`src/sv/br1bd_pkg.sv`:
```
// shared types and constants of the byterun1 bitplane body decoder
// depends on nothing; imported by every module of the block
`default_nettype none

package br1bd_pkg;

    // geometry limits
    localparam int MAX_WIDTH  = 2048;
    localparam int MAX_PLANES = 8;

    // field and counter widths
    localparam int DIM_W   = 12;
    localparam int PLANE_W = 4;
    localparam int TOTAL_W = 23;
    localparam int DATA_W  = 8;
    localparam int INDEX_W = 3;

    // register indexes of the configuration port
    localparam logic [INDEX_W-1:0] CFG_IMAGE_WIDTH        = 3'd0;
    localparam logic [INDEX_W-1:0] CFG_IMAGE_HEIGHT       = 3'd1;
    localparam logic [INDEX_W-1:0] CFG_INTERLEAVED_PLANES = 3'd2;
    localparam logic [INDEX_W-1:0] CFG_PLANE_COUNT        = 3'd3;
    localparam logic [INDEX_W-1:0] CFG_HAS_MASK_PLANE     = 3'd4;
    localparam logic [INDEX_W-1:0] CFG_COMPRESSED         = 3'd5;

    // command byte codes
    localparam logic [DATA_W-1:0] CMD_NOP = 8'd128;

    typedef struct packed {
        logic [7:0] stream_byte;
        logic       start_of_body;
    } in_item_t;

    typedef struct packed {
        logic [7:0] pixel_value;
        logic [7:0] repeat_count;
        logic       image_done;
    } out_item_t;

    typedef enum logic [1:0] {
        PH_CMD,
        PH_LIT,
        PH_RUN,
        PH_PAD
    } phase_t;

    // derived image geometry handed from config block to the decoder
    typedef struct packed {
        logic [DIM_W-1:0]   row_bytes;
        logic [PLANE_W-1:0] depth;
        logic               has_mask;
        logic               compressed;
        logic               width_odd;
        logic [TOTAL_W-1:0] total_bytes;
        logic               busy;
    } geom_t;

endpackage

`default_nettype wire

```
`src/sv/br1bd_cfg.sv`:
```
// configuration registers and derived image geometry (two register stages)
// depends on br1bd_pkg
`default_nettype none

module br1bd_cfg (
    input  wire logic                             aclk,
    input  wire logic                             aresetn,
    input  wire logic                             cfg_valid,
    output logic                                  cfg_ready,
    input  wire logic [br1bd_pkg::INDEX_W-1:0]    cfg_index,
    input  wire logic [br1bd_pkg::DIM_W-1:0]      cfg_data,
    output br1bd_pkg::geom_t                      geom
);
    import br1bd_pkg::*;

    logic [DIM_W-1:0]   width_reg;
    logic [DIM_W-1:0]   height_reg;
    logic               interleaved_reg;
    logic [PLANE_W-1:0] plane_count_reg;
    logic               mask_reg;
    logic               compressed_reg;
    logic [1:0]         wait_reg;
    logic [1:0]         wait_next;

    logic [DIM_W-1:0]   width_eff;
    logic [DIM_W-1:0]   height_eff;
    logic [DIM_W-1:0]   row_bytes_calc;
    logic [PLANE_W-1:0] depth_calc;

    logic [DIM_W-1:0]         row_bytes_reg;
    logic [PLANE_W-1:0]       depth_reg;
    logic                     geo_mask_reg;
    logic                     geo_comp_reg;
    logic                     width_odd_reg;
    logic [DIM_W+PLANE_W-1:0] hd_reg;
    logic [TOTAL_W-1:0]       total_reg;
    logic [DIM_W+PLANE_W+DIM_W-1:0] total_full;

    logic cfg_write;

    assign cfg_ready = 1'b1;
    assign cfg_write = cfg_valid && cfg_ready;

    // register writes
    always_ff @(posedge aclk) begin
        if (!aresetn) begin
            width_reg       <= 12'd320;
            height_reg      <= 12'd200;
            interleaved_reg <= 1'b0;
            plane_count_reg <= 4'd8;
            mask_reg        <= 1'b0;
            compressed_reg  <= 1'b1;
        end else if (cfg_write) begin
            case (cfg_index)
                CFG_IMAGE_WIDTH:        width_reg       <= cfg_data;
                CFG_IMAGE_HEIGHT:       height_reg      <= cfg_data;
                CFG_INTERLEAVED_PLANES: interleaved_reg <= cfg_data[0];
                CFG_PLANE_COUNT:        plane_count_reg <= cfg_data[PLANE_W-1:0];
                CFG_HAS_MASK_PLANE:     mask_reg        <= cfg_data[0];
                CFG_COMPRESSED:         compressed_reg  <= cfg_data[0];
                default: ;
            endcase
        end
    end

    // settle counter: geometry is held busy after reset or a write until it has passed stage a and stage b
    always_comb begin
        if (cfg_write) begin
            wait_next = 2'd2;
        end else if (wait_reg != 2'd0) begin
            wait_next = wait_reg - 2'd1;
        end else begin
            wait_next = wait_reg;
        end
    end

    always_ff @(posedge aclk) begin
        if (!aresetn) begin
            wait_reg <= 2'd2;
        end else begin
            wait_reg <= wait_next;
        end
    end

    // clamped width, height and plane depth
    always_comb begin
        if (width_reg == '0) begin
            width_eff = 12'd1;
        end else if (width_reg > DIM_W'(MAX_WIDTH)) begin
            width_eff = DIM_W'(MAX_WIDTH);
        end else begin
            width_eff = width_reg;
        end
        height_eff = (height_reg == '0) ? 12'd1 : height_reg;
        if (interleaved_reg) begin
            row_bytes_calc = DIM_W'(({1'b0, width_eff} + 13'd7) >> 3);
        end else begin
            row_bytes_calc = width_eff;
        end
        if (!interleaved_reg || plane_count_reg == '0) begin
            depth_calc = 4'd1;
        end else if (plane_count_reg > PLANE_W'(MAX_PLANES)) begin
            depth_calc = PLANE_W'(MAX_PLANES);
        end else begin
            depth_calc = plane_count_reg;
        end
    end

    // stage a: height times depth
    always_ff @(posedge aclk) begin
        row_bytes_reg <= row_bytes_calc;
        depth_reg     <= depth_calc;
        geo_mask_reg  <= mask_reg;
        geo_comp_reg  <= compressed_reg;
        width_odd_reg <= width_eff[0];
        hd_reg        <= {{PLANE_W{1'b0}}, height_eff} * {{DIM_W{1'b0}}, depth_calc};
    end

    // stage b: total image bytes
    assign total_full = {{DIM_W{1'b0}}, hd_reg} * {{(DIM_W+PLANE_W){1'b0}}, row_bytes_reg};

    always_ff @(posedge aclk) begin
        total_reg <= total_full[TOTAL_W-1:0];
    end

    always_comb begin
        geom.row_bytes   = row_bytes_reg;
        geom.depth       = depth_reg;
        geom.has_mask    = geo_mask_reg;
        geom.compressed  = geo_comp_reg;
        geom.width_odd   = width_odd_reg;
        geom.total_bytes = total_reg;
        geom.busy        = (wait_reg != 2'd0);
    end

    // checks
    a_write_sets_busy: assert property (@(posedge aclk) disable iff (!aresetn)
        cfg_write |=> (wait_reg == 2'd2))
        else $error("config write did not restart settle count");

    a_settle_counts_down: assert property (@(posedge aclk) disable iff (!aresetn)
        (wait_reg != 2'd0 && !cfg_write) |=> (wait_reg == $past(wait_reg) - 2'd1))
        else $error("settle count did not step down");

endmodule

`default_nettype wire

```
`src/sv/br1bd_step.sv`:
```
// decode state, one-byte step logic and result register
// depends on br1bd_pkg
`default_nettype none

module br1bd_step (
    input  wire logic                 aclk,
    input  wire logic                 aresetn,
    input  wire br1bd_pkg::geom_t     geom,
    input  wire logic                 in_vld,
    input  wire br1bd_pkg::in_item_t  in_item,
    output logic                      in_take,
    output logic                      m_valid,
    input  wire logic                 m_ready,
    output br1bd_pkg::out_item_t      m_data
);
    import br1bd_pkg::*;

    phase_t             phase_reg,    phase_next;
    logic [7:0]         lit_left_reg, lit_left_next;
    logic [DIM_W-1:0]   row_pos_reg,  row_pos_next;
    logic [PLANE_W-1:0] plane_reg,    plane_next;
    logic               skip_reg,     skip_next;
    logic [TOTAL_W-1:0] emitted_reg,  emitted_next;
    logic               finished_reg, finished_next;
    logic               out_vld_reg,  out_vld_next;
    out_item_t          out_reg,      out_next;

    // state as seen after an optional start-of-body clear
    phase_t             cur_phase;
    logic [7:0]         cur_lit;
    logic [DIM_W-1:0]   cur_row;
    logic [PLANE_W-1:0] cur_plane;
    logic               cur_skip;
    logic [TOTAL_W-1:0] cur_emitted;
    logic               cur_finished;

    logic               active;
    logic               fire;
    logic [7:0]         b;
    logic [PLANE_W-1:0] plane_inc;
    logic [DIM_W-1:0]   row_inc;
    logic               has_result;
    logic [7:0]         want_count;
    logic [7:0]         count;
    logic [TOTAL_W-1:0] left;

    assign b       = in_item.stream_byte;
    assign fire    = in_vld && !geom.busy && (!out_vld_reg || m_ready);
    assign in_take = fire;

    always_comb begin
        if (in_item.start_of_body) begin
            cur_phase    = PH_CMD;
            cur_lit      = '0;
            cur_row      = '0;
            cur_plane    = '0;
            cur_skip     = 1'b0;
            cur_emitted  = '0;
            cur_finished = 1'b0;
        end else begin
            cur_phase    = phase_reg;
            cur_lit      = lit_left_reg;
            cur_row      = row_pos_reg;
            cur_plane    = plane_reg;
            cur_skip     = skip_reg;
            cur_emitted  = emitted_reg;
            cur_finished = finished_reg;
        end
    end

    assign active    = !(cur_finished || cur_emitted >= geom.total_bytes);
    assign plane_inc = cur_plane + 4'd1;
    assign row_inc   = cur_row + 12'd1;

    // next decode state
    always_comb begin
        phase_next    = cur_phase;
        lit_left_next = cur_lit;
        row_pos_next  = cur_row;
        plane_next    = cur_plane;
        skip_next     = cur_skip;
        if (active && geom.compressed) begin
            case (cur_phase)
                PH_LIT: begin
                    lit_left_next = cur_lit - 8'd1;
                    if (lit_left_next == 8'd0) begin
                        phase_next = PH_CMD;
                    end
                end
                PH_RUN: begin
                    phase_next = PH_CMD;
                end
                default: begin
                    // command byte, with row segment advance first
                    phase_next = PH_CMD;
                    if (cur_row >= geom.row_bytes) begin
                        plane_next = plane_inc;
                        if ((!geom.has_mask && {1'b0, plane_inc} >= {1'b0, geom.depth}) ||
                            (geom.has_mask &&
                             {1'b0, plane_inc} >= ({1'b0, geom.depth} + 5'd1))) begin
                            plane_next = '0;
                            skip_next  = 1'b0;
                        end
                        if (geom.has_mask && plane_next == geom.depth) begin
                            skip_next = 1'b1;
                        end
                        row_pos_next = '0;
                    end
                    if (b < CMD_NOP) begin
                        lit_left_next = b + 8'd1;
                        phase_next    = PH_LIT;
                        row_pos_next  = row_pos_next + {4'b0, lit_left_next};
                    end else if (b > CMD_NOP) begin
                        lit_left_next = 8'd1 - b;
                        phase_next    = PH_RUN;
                        row_pos_next  = row_pos_next + {4'b0, lit_left_next};
                    end
                end
            endcase
        end else if (active) begin
            // raw rows
            phase_next = PH_CMD;
            if (cur_phase == PH_PAD) begin
                row_pos_next = '0;
                plane_next   = '0;
                skip_next    = 1'b0;
            end else if (cur_skip) begin
                row_pos_next = row_inc;
                if (row_inc >= geom.row_bytes) begin
                    row_pos_next = '0;
                    plane_next   = '0;
                    skip_next    = 1'b0;
                    phase_next   = geom.width_odd ? PH_PAD : PH_CMD;
                end
            end else begin
                row_pos_next = row_inc;
                if (row_inc >= geom.row_bytes) begin
                    row_pos_next = '0;
                    plane_next   = plane_inc;
                    if (plane_inc >= geom.depth) begin
                        if (geom.has_mask) begin
                            skip_next = 1'b1;
                        end else begin
                            plane_next = '0;
                            skip_next  = 1'b0;
                            phase_next = geom.width_odd ? PH_PAD : PH_CMD;
                        end
                    end
                end
            end
        end
    end

    // result and byte count
    always_comb begin
        has_result = 1'b0;
        want_count = 8'd0;
        if (active) begin
            if (geom.compressed) begin
                case (cur_phase)
                    PH_LIT: begin
                        has_result = !cur_skip;
                        want_count = 8'd1;
                    end
                    PH_RUN: begin
                        has_result = !cur_skip;
                        want_count = cur_lit;
                    end
                    default: ;
                endcase
            end else if (cur_phase != PH_PAD && !cur_skip) begin
                has_result = 1'b1;
                want_count = 8'd1;
            end
        end
        // clip at the end of the image
        left  = geom.total_bytes - cur_emitted;
        count = ({15'b0, want_count} > left) ? left[7:0] : want_count;
        emitted_next  = cur_emitted;
        finished_next = cur_finished;
        if (!active) begin
            finished_next = 1'b1;
        end else if (has_result) begin
            emitted_next = cur_emitted + {15'b0, count};
            if (emitted_next >= geom.total_bytes) begin
                finished_next = 1'b1;
            end
        end
        out_next.pixel_value  = b;
        out_next.repeat_count = count;
        out_next.image_done   = finished_next;
        if (fire) begin
            out_vld_next = has_result;
        end else if (m_ready) begin
            out_vld_next = 1'b0;
        end else begin
            out_vld_next = out_vld_reg;
        end
    end

    // state registers
    always_ff @(posedge aclk) begin
        if (!aresetn) begin
            phase_reg    <= PH_CMD;
            lit_left_reg <= '0;
            row_pos_reg  <= '0;
            plane_reg    <= '0;
            skip_reg     <= 1'b0;
            emitted_reg  <= '0;
            finished_reg <= 1'b0;
            out_vld_reg  <= 1'b0;
        end else begin
            out_vld_reg <= out_vld_next;
            if (fire) begin
                phase_reg    <= phase_next;
                lit_left_reg <= lit_left_next;
                row_pos_reg  <= row_pos_next;
                plane_reg    <= plane_next;
                skip_reg     <= skip_next;
                emitted_reg  <= emitted_next;
                finished_reg <= finished_next;
            end
        end
    end

    // result payload
    always_ff @(posedge aclk) begin
        if (fire) begin
            out_reg <= out_next;
        end
    end

    assign m_valid = out_vld_reg;
    assign m_data  = out_reg;

    // checks
    a_done_means_finished: assert property (@(posedge aclk) disable iff (!aresetn)
        (out_vld_reg && out_reg.image_done) |-> finished_reg)
        else $error("done flagged without finished state");

    a_literal_nonzero: assert property (@(posedge aclk) disable iff (!aresetn)
        (phase_reg == PH_LIT) |-> (lit_left_reg != 8'd0))
        else $error("literal phase with no bytes left");

    a_result_registered: assert property (@(posedge aclk) disable iff (!aresetn)
        (fire && has_result) |=> (out_vld_reg && out_reg.repeat_count != 8'd0))
        else $error("result lost or empty");

endmodule

`default_nettype wire

```
`src/sv/byterun1_bitplane_body_decoder_unit.sv`:
```
// byterun1 bitplane body decoder: top level with input register
// input and result register; a result is valid in the cycle after the step takes its byte
// one byte per cycle while geometry is not busy and the output is not stalled;
// bytes causing no result leave no bubble; a config write holds processing while the
// image size product goes through its two register stages (the same after reset)
// reset is synchronous, active low, clears all decode state and handshakes
`default_nettype none

module byterun1_bitplane_body_decoder_unit (
    input  wire logic                            aclk,
    input  wire logic                            aresetn,
    input  wire logic                            s_valid,
    output logic                                 s_ready,
    input  wire br1bd_pkg::in_item_t             s_data,
    output logic                                 m_valid,
    input  wire logic                            m_ready,
    output br1bd_pkg::out_item_t                 m_data,
    input  wire logic                            cfg_valid,
    output logic                                 cfg_ready,
    input  wire logic [br1bd_pkg::INDEX_W-1:0]   cfg_index,
    input  wire logic [br1bd_pkg::DIM_W-1:0]     cfg_data
);
    import br1bd_pkg::*;

    geom_t     geom;
    logic      in_vld_reg;
    logic      in_vld_next;
    in_item_t  in_reg;
    logic      in_take;

    br1bd_cfg u_cfg (
        .aclk      (aclk),
        .aresetn   (aresetn),
        .cfg_valid (cfg_valid),
        .cfg_ready (cfg_ready),
        .cfg_index (cfg_index),
        .cfg_data  (cfg_data),
        .geom      (geom)
    );

    // input register, refilled in the cycle it drains
    assign s_ready = !in_vld_reg || in_take;

    always_comb begin
        if (s_ready) begin
            in_vld_next = s_valid;
        end else begin
            in_vld_next = in_vld_reg;
        end
    end

    always_ff @(posedge aclk) begin
        if (!aresetn) begin
            in_vld_reg <= 1'b0;
        end else begin
            in_vld_reg <= in_vld_next;
        end
    end

    always_ff @(posedge aclk) begin
        if (s_valid && s_ready) begin
            in_reg <= s_data;
        end
    end

    br1bd_step u_step (
        .aclk    (aclk),
        .aresetn (aresetn),
        .geom    (geom),
        .in_vld  (in_vld_reg),
        .in_item (in_reg),
        .in_take (in_take),
        .m_valid (m_valid),
        .m_ready (m_ready),
        .m_data  (m_data)
    );

    // checks
    a_held_item_kept: assert property (@(posedge aclk) disable iff (!aresetn)
        (in_vld_reg && !in_take) |=> (in_vld_reg && $stable(in_reg)))
        else $error("pending transaction dropped from input register");

endmodule

`default_nettype wire

```
`config.mk`:
```
export PLATFORM = sky130hd
export DESIGN_NAME = byterun1_bitplane_body_decoder_unit
export DESIGN_NICKNAME = d
export VERILOG_FILES = /design/src/sv/br1bd_pkg.sv /design/src/sv/br1bd_cfg.sv /design/src/sv/br1bd_step.sv /design/src/sv/byterun1_bitplane_body_decoder_unit.sv
export SDC_FILE = /design/constraint.sdc
export NUM_CORES = 1
export LEC_CHECK = 0
export BUFFER_PORTS_ARGS = -buffer_cell sky130_fd_sc_hd__buf_4
export CAP_MARGIN = 40
export CORE_ASPECT_RATIO = 0.6
export CORE_MARGIN = 2
export CORE_UTILIZATION = 40
export DETAILED_ROUTE_END_ITERATION = 12
export PLACE_DENSITY_LB_ADDON = 0.15
export SETUP_SLACK_MARGIN = 0.4
export SLEW_MARGIN = 20
export SYNTH_ARGS = -nofsm -noshare
export SYNTH_HDL_FRONTEND = slang
export SYNTH_SLANG_ARGS = --single-unit
```
`constraint.sdc`:
```
create_clock -name aclk -period 8.5 [get_ports aclk]
set_input_delay 1.7 -clock aclk [delete_from_list [all_inputs] [get_ports aclk]]
set_output_delay 1.7 -clock aclk [all_outputs]
set_load 0.01 [all_outputs]
```
* Word-level counts from Yosys, hierarchy flattened
Cells that the tools add are included.
** Operators by class
- Add/sub/neg operators :: 12
- $mul :: 2
- Magnitude comparators :: 12
- Equal/unequal tests :: 10
- Multiplexer cells :: 82
- Bitwise operators :: 1
- Reduce and logical (&&, ||, !) cells :: 35
** Operators by type and width (count)
- $mux 12 :: 14
- $mux 23 :: 3
- $mux 4 :: 17
- $mux 8 :: 7
- $ge 23x23->1 :: 2
- $pmux 8 s2 :: 2
- $mux 2 :: 13
- $add 12x8->12 :: 2
- $ge 12x12->1 :: 2
- $logic_not 12->1 :: 2
- $mux 1 :: 24
- $add 23x8->23 :: 1
- $gt 8x23->1 :: 1
- $mul 16x12->23 :: 1
- $sub 23x23->23 :: 1
- $mul 12x4->16 :: 1
- $add 12x3->13 const B :: 1
- $add 12x1->12 const B :: 1
- $gt 12x12->1 const B :: 1
- $reduce_and 2->1 :: 6
- $mux 10 :: 1
- $add 8x1->8 const B :: 1
- $ge 4x4->1 :: 2
- $gt 8x8->1 const B :: 1
- 25 further kinds :: 47
** Word-level totals
- Register bits :: 170
- Bits of input ports :: 29
- Output and inout bits :: 20
- Logic and storage cells :: 183

* Longest topological paths before layout
Gate-level depths: netlist of the first run.
- Depth after elaboration :: 15
- Gate-level depth with buffers :: 47
- Mapped depth without buffers :: 41

* Hierarchy
Synthesis of the first run repeated with hierarchy kept, for this count alone.
** Second synthesis, totals
- Cell total of the unflattened synthesis :: 2286
- Area, all modules :: 18672.9 um^2
** By module, submodules not included
- br1bd_cfg :: times used 1, cells each 1090, area each 9560.4 um^2, seq. area each 1821.7 um^2
- br1bd_step :: times used 1, cells each 1182, area each 8784.7 um^2, seq. area each 1551.5 um^2
- byterun1_bitplane_body_decoder_unit :: times used 1, cells each 14, area each 327.8 um^2, seq. area each 290.3 um^2

* Worst setup path before layout of the first run
No wires, ideal clock.
- Path type :: reg-to-reg
- From :: register in_reg[0] (netlist name)
- To :: register u_step.finished_reg
- Library setup time :: 0.115 ns
- Data arrival time :: 8.876 ns
- Data required time :: 8.385 ns
- Setup slack :: -0.491 ns
- Stages on the path, launching flop included :: 47
- Buffers on the path :: 8
- Period minus slack after synthesis :: 8.991 ns
- Cells stage by stage :: edfxtp_1 clkbuf_1 clkbuf_1 buf_2 buf_2 clkbuf_1 clkbuf_1 nand2b_1 ha_1 a21o_1 nor2_1 a21bo_2 a21oi_1 o31a_1 buf_2 and3_1 nand2_1 inv_1 (+11 left out) fa_1 a21o_1 a21oi_1 nor2b_1 o21a_1 o2111ai_1 nor3_1 xnor2_1 ha_1 a21o_1 a21oi_1 nor2b_1 o21ai_0 nand2b_1 a21oi_1 o22ai_1 o41a_1 o21ba_2
** Between the ends
- Word-level cells in the longest chain between the ends :: 13
- Elaborated cells between the ends (all ways) :: 29
- Classes of those cells :: add/sub (2); order compare (3); eq/ne (3); mux (17); reduce/logical (4)
** Ends and longest elaborated chain
- start: declaration :: RTL line byterun1_bitplane_body_decoder_unit.sv:28 : in_item_t in_reg;
- start signal: assignment :: RTL line byterun1_bitplane_body_decoder_unit.sv:62 : in_reg <= s_data;
- parallel branches: the longest is 7 deep, another holds $ge 23x23->1
- $mux 8 (*) :: RTL line br1bd_step.sv:178 : count = ({15'b0, want_count} > left) ? left[7:0] : want_count;
- via u_step.count[1] :: RTL line br1bd_step.sv:44 : logic [7:0] count;
- $add 23x8->23 (*) :: RTL line br1bd_step.sv:184 : emitted_next = cur_emitted + {15'b0, count};
- $ge 23x23->1 (*) :: RTL line br1bd_step.sv:185 : if (emitted_next >= geom.total_bytes) begin
- $mux 1 (*) :: RTL line br1bd_step.sv:185
- $mux 1 (*) :: RTL line br1bd_step.sv:183 : end else if (has_result) begin
- $mux 1 (*) :: RTL line br1bd_step.sv:181 : if (!active) begin
- via u_step.finished_next :: RTL line br1bd_step.sv:24 : logic finished_reg, finished_next;
- end signal: assignment :: RTL line br1bd_step.sv:221 : finished_reg <= finished_next;
- end: declaration :: RTL line br1bd_step.sv:24
Mark *: on every way through the listed nets, which the timed path passes.
A chain may end at the register's enable or synchronous reset.

* Worst setup path after layout of the first run
Same ends and word-level chain as after synthesis.

==> results.txt, run 1 <==
CP Launch Type -> flip-flop
antenna-violating nets left -> 0
first-pass GRT wire length -> 90.1 mm
initial antenna violation count -> 0
syn avg cell area -> 8.19 µm²
Synthesized Nets -> 2,667
EDFF count, synth -> 26
final core occ -> 46.8%
sequential area share after synthesis -> 19.5%
Syn-to-layout area delta -> 15.4%
pwr dens -> 133 nW/µm²
Max Buffers Root-to-Sink -> 2
crit path kind -> reg -> reg
setup TNS -> 0 ps
Root Buffer -> clkbuf_16
chip height -> 172 µm
Synth Flop Type -> dfxtp_1
most common cell after layout, fill and taps aside -> nand2_1
Critical Path Fanout Max -> 11
I/O Buffers -> 47
Clock Pin Slew Worst Setup and Hold Paths -> 100 ps
f_max -> 122 MHz
shortest period the worst path allows -> 8190 ps
Core ar. -> 46,300 µm²
max-cap violation count -> 0
Mapped Area -> 18,800 µm²
Setup Skew -> 21.3 ps
# clock sinks -> 170
cell at the slowest stage of the critical path -> a2111o_1
reg2reg start -> in_reg[0]
Static Leakage -> 9.71 nW
status -> finished clean
Initial DRC Count -> 1,366
Total GRT Usage -> 23.4%
vias -> 16,500
antenna cells -> 0
final hold violation count -> 0
Seq cells post-synth -> 170
Remaining DRCs -> 0
nets@finish -> 2,728
CP most frequent cell -> buf_4
DP HPWL -> 43.9 mm
routability cong. -> 0.935
share of cells above drive strength 1 -> 13.3%
Initial Util -> 40.6%
yosys warns -> 0
final hold slack -> 364 ps
CP startpoint -> in_reg[0]
total grt overflow -> 0
Clock Latency Late Sink -> 460 ps
Cells after DPL -> 2,910
type of destination of the critical path -> flip-flop
total wire length -> 56.8 mm
commonest cells after routing, fill and taps aside -> 289 x nand2_1, 269 x inv_1, 160 x ha_1
Final period util -> 96.3%
HP Start -> u_cfg.compressed_reg
Die W -> 284 µm
vias per cell -> 5.51
I/O pin count -> 49
CP arrival -> 8530 ps
total power -> 2.88 mW
maximum VDD drop -> 121 µV
endpoints failing setup -> 0
H-tree Lvls -> 4
Die ar. -> 48,800 µm²
final slew viol count -> 0
drt first pass iters -> 6
ys async rst share -> 0%
row cnt -> 61
slew margin rel. -> 38.4%
RSZ-0062 raised after global routing -> true
largest net degree at the start of global routing -> 47
Yosys cell types -> 94
CTS tree -> yes
slowest cell delay on critical path -> 580 ps
Mapped Cells -> 2,295
WL per Instance -> 18.9 µm
Post-Layout Cell Count -> 2,999
Worst EP required -> 8840 ps
CTS buffer count -> 17
Worst Max-Slew Pin Slew -> 921 ps
Tightest Hold Check Type -> reg -> reg
vias in the first global route -> 16,100
power by group:
part           leakage [nW]  internal, mW  switching, mW  total (mW)
Clock                 0.307         0.416          0.449       0.865
Sequential             1.40         0.856         0.0577       0.914
Combinational          8.00         0.471          0.626        1.10
Total                  9.71          1.74           1.13        2.88
kinds of logic (layout without fill, tap and decap cells):
logic type / after synthesis / in the layout / share of synthesized area, %
muxes: 24 / 24 / 1.32
xor gates and xnor gates: 113 / 113 / 5.26
adders and majority gates: 343 / 343 / 29.0
DFF: 170 / 170 / 19.5
and+or+nand+nor: 820 / 820 / 21.6
buffers and inverters: 379 / 453 / 7.70
other: 1 / 1 / 0.0199
AOI/OAI and AO/OA: 445 / 445 / 15.6
cells in the mapped netlist, types with 14 or more instances:
library cell	count	area, µm²
a211oi_1	19	143
a21o_1	24	180
a21oi_1	116	581
a22oi_1	25	188
a31oi_1	18	113
and2_1	81	507
and3_1	18	113
clkbuf_1	85	319
dfxtp_1	144	2880
edfxtp_1	26	781
fa_1	156	3120
ha_1	187	2340
inv_1	276	1040
mux2i_1	21	210
nand2_1	293	1100
nand2b_1	51	319
nand3_1	69	345
nand4_1	24	150
nor2_1	132	495
nor2b_1	34	213
nor3_1	36	180
o211ai_1	21	158
o21a_1	16	120
o21ai_0	96	480
or3_1	14	87.6
xnor2_1	86	753
xor2_1	27	236
critical path: cells and delay by family, from the launching register on:
family,cells,cell delay [ps]
mux,1,330
simple gates,11,1750
flops,1,430
compound gates,12,2210
buf+inv,20,2510
xor+xnor,1,100
fa+ha+maj,3,710
final cells by class:
cell class,count,area [µm²]
inverter,277,1040
sequential,170,3660
multi-input combinational,1746,14400
clock buffer,17,425
timing repair buffer,144,1180
fill,4537,24600
clock inverter,15,211
tap,630,788
per-stage QoR:
| stage | setup slack (ps) | cell area (µm²) |
|---|---|---|
| after floorplan | 365 | 19000 |
| after global placement | -0.304 | 20000 |
| after detailed placement | -279 | 20000 |
| after CTS | 355 | 21100 |
| after global routing | -51.4 | 21700 |
| final | 311 | 21700 |
repair_timing:
action                                  in CTS  in global routing
pin swaps                                   28                 24
hold buffers                                 0                  0
cloned                                       2                  0
endpoints found under the setup margin       2                  2
gates resized for setup                     48                 74
setup buffers                               33                 19
routing by layer:
metal	global-route usage, %	wire [µm]	vias up
li1	-	-	7890
met1	35.9	29300	8061
met2	33.6	23000	522
met3	4.70	3970	40
met4	4.55	581	0
met5	0	0	-
final timing paths:
kind | endpoint | depth (start not counted) | slack (ps)
worst max-delay path | u_step.finished_reg | 48 | 310
worst min-delay path | u_cfg.geo_comp_reg | 0 | 360
worst max register to register | u_step.finished_reg | 48 | 310
worst min register to register | u_cfg.geo_comp_reg | 0 | 360
(Power assumes the default switching activity.)
==> run 2: changes to the inputs <==
RECOVER_POWER = 100   (was default)
==> results.txt, run 2 (synthesis gave the netlist of run 1 again) <==
final slew viol count -> 170
Static Leakage -> 9.60 nW
Worst EP required -> 8840 ps
worst-case reg-to-reg path depth -> 48
max-cap violation count -> 5
final core occ -> 46.6%
Worst Max-Slew Pin Slew -> 2130 ps
total power -> 2.87 mW
Syn-to-layout area delta -> 14.7%
cell at the slowest stage of the critical path -> a2111o_1
WL per Instance -> 18.9 µm
chip height -> 172 µm
Core ar. -> 46,300 µm²
type of destination of the critical path -> flip-flop
antenna cells -> 0
commonest cells after routing, fill and taps aside -> 289 x nand2_1, 271 x inv_1, 160 x ha_1
Max Buffers Root-to-Sink -> 2
vias per cell -> 5.52
RSZ-0062 raised after global routing -> true
CP most frequent cell -> buf_4
share of cells above drive strength 1 -> 11.9%
I/O pin count -> 49
H-tree Lvls -> 4
endpoints failing setup -> 0
routability cong. -> 0.935
DP HPWL -> 43.9 mm
# clock sinks -> 170
I/O Buffers -> 47
Clock Pin Slew Worst Setup and Hold Paths -> 100 ps
pwr dens -> 133 nW/µm²
largest net degree at the start of global routing -> 47
CP arrival -> 8540 ps
vias -> 16,600
status -> complete, but fails checks
vias in the first global route -> 16,100
Critical Path Fanout Max -> 11
Initial DRC Count -> 1,479
Total GRT Usage -> 23.4%
Initial Util -> 40.6%
antenna-violating nets left -> 0
total grt overflow -> 0
Levels on crit path -> 48
maximum VDD drop -> 122 µV
Setup Skew -> 19.8 ps
drt first pass iters -> 5
first-pass GRT wire length -> 90.1 mm
slew margin rel. -> -42.2%
final hold violation count -> 0
Final period util -> 96.4%
most common cell after layout, fill and taps aside -> nand2_1
Root Buffer -> clkbuf_16
# fillers -> 4,555
crit path kind -> reg -> reg
total wire length -> 56.8 mm
shortest period the worst path allows -> 8190 ps
slowest cell delay on critical path -> 580 ps
Reg2Reg Setup Slack -> 310 ps
f_max -> 122 MHz
Remaining DRCs -> 0
Die W -> 284 µm
initial antenna violation count -> 0
nets@finish -> 2,728
crit path buf inv count -> 20
CTS buffer count -> 17
Clock Latency Late Sink -> 460 ps
Tightest Hold Check Type -> reg -> reg
worst hold path depth -> 0
Die ar. -> 48,800 µm²
failing checks -> max-capacitance violations, max-slew violations
CTS tree -> yes
row cnt -> 61
Largest delay share family, worst path -> buffers and inverters
CP Launch Type -> flip-flop
==> run 2: per-layer routing <==
metal  wire length (µm)  global-route usage (%)  vias up
met3               4130                    4.70       44
met4                518                    4.55        0
met2              22900                    33.6      537
met5                  0                       0        -
met1              29200                    35.9     8105
li1                   -                       -     7881
==> run 2: worst register-to-register path, delay by kind of cell, from the launching register on <==
family / cells / cell delay, ps
muxes: 1 / 340
AOI/OAI and AO/OA: 12 / 2230
adders and majority gates: 3 / 710
xor gates and xnor gates: 1 / 100
and+or+nand+nor: 11 / 1770
buffers and inverters: 20 / 2520
DFF: 1 / 430
==> run 2: area by class of cell <==
cell class	count	area, µm²	area share, %
repair buffers	144	1070	4.95
clock inverters	15	211	0.980
well taps	630	788	3.65
clock buffers	17	425	1.97
flip-flops and latches	170	3660	17.0
multi-input cells	1746	14400	66.6
inverters	277	1040	4.84
==> run 2: final timing paths <==
check | startpoint | to
max | in_reg[0] | u_step.finished_reg
min | u_cfg.compressed_reg | u_cfg.geo_comp_reg
max reg2reg | in_reg[0] | u_step.finished_reg
min reg2reg | u_cfg.compressed_reg | u_cfg.geo_comp_reg
==> run 2: metrics by stage <==
stage / setup TNS (ps) / hold slack (ps) / worst slack [ps] / cells / instance area [µm²]
after floorplan: 0 / 330 / 365 / 2295 / 19000
after global placement: -0.304 / 343 / -0.304 / 2907 / 20000
after detailed placement: -515 / 347 / -279 / 2910 / 20000
after CTS: 0 / 364 / 355 / 2977 / 21100
after global routing: -59.9 / 377 / -59.9 / 2999 / 21600
final: 0 / 364 / 306 / 2999 / 21600
==> run 2: power breakdown <==
part	switching, mW	internal, mW	total [mW]
logic	0.626	0.467	1.09
clock network	0.449	0.416	0.865
registers	0.0578	0.856	0.914
total	1.13	1.74	2.87
==> run 2: timing repair <==
item	in CTS	in global routing
cloned	2	0
pin swaps	28	24
gates resized for setup	48	74
endpoints found under the setup margin	2	2
hold buffers	0	0
buffers inserted	33	19
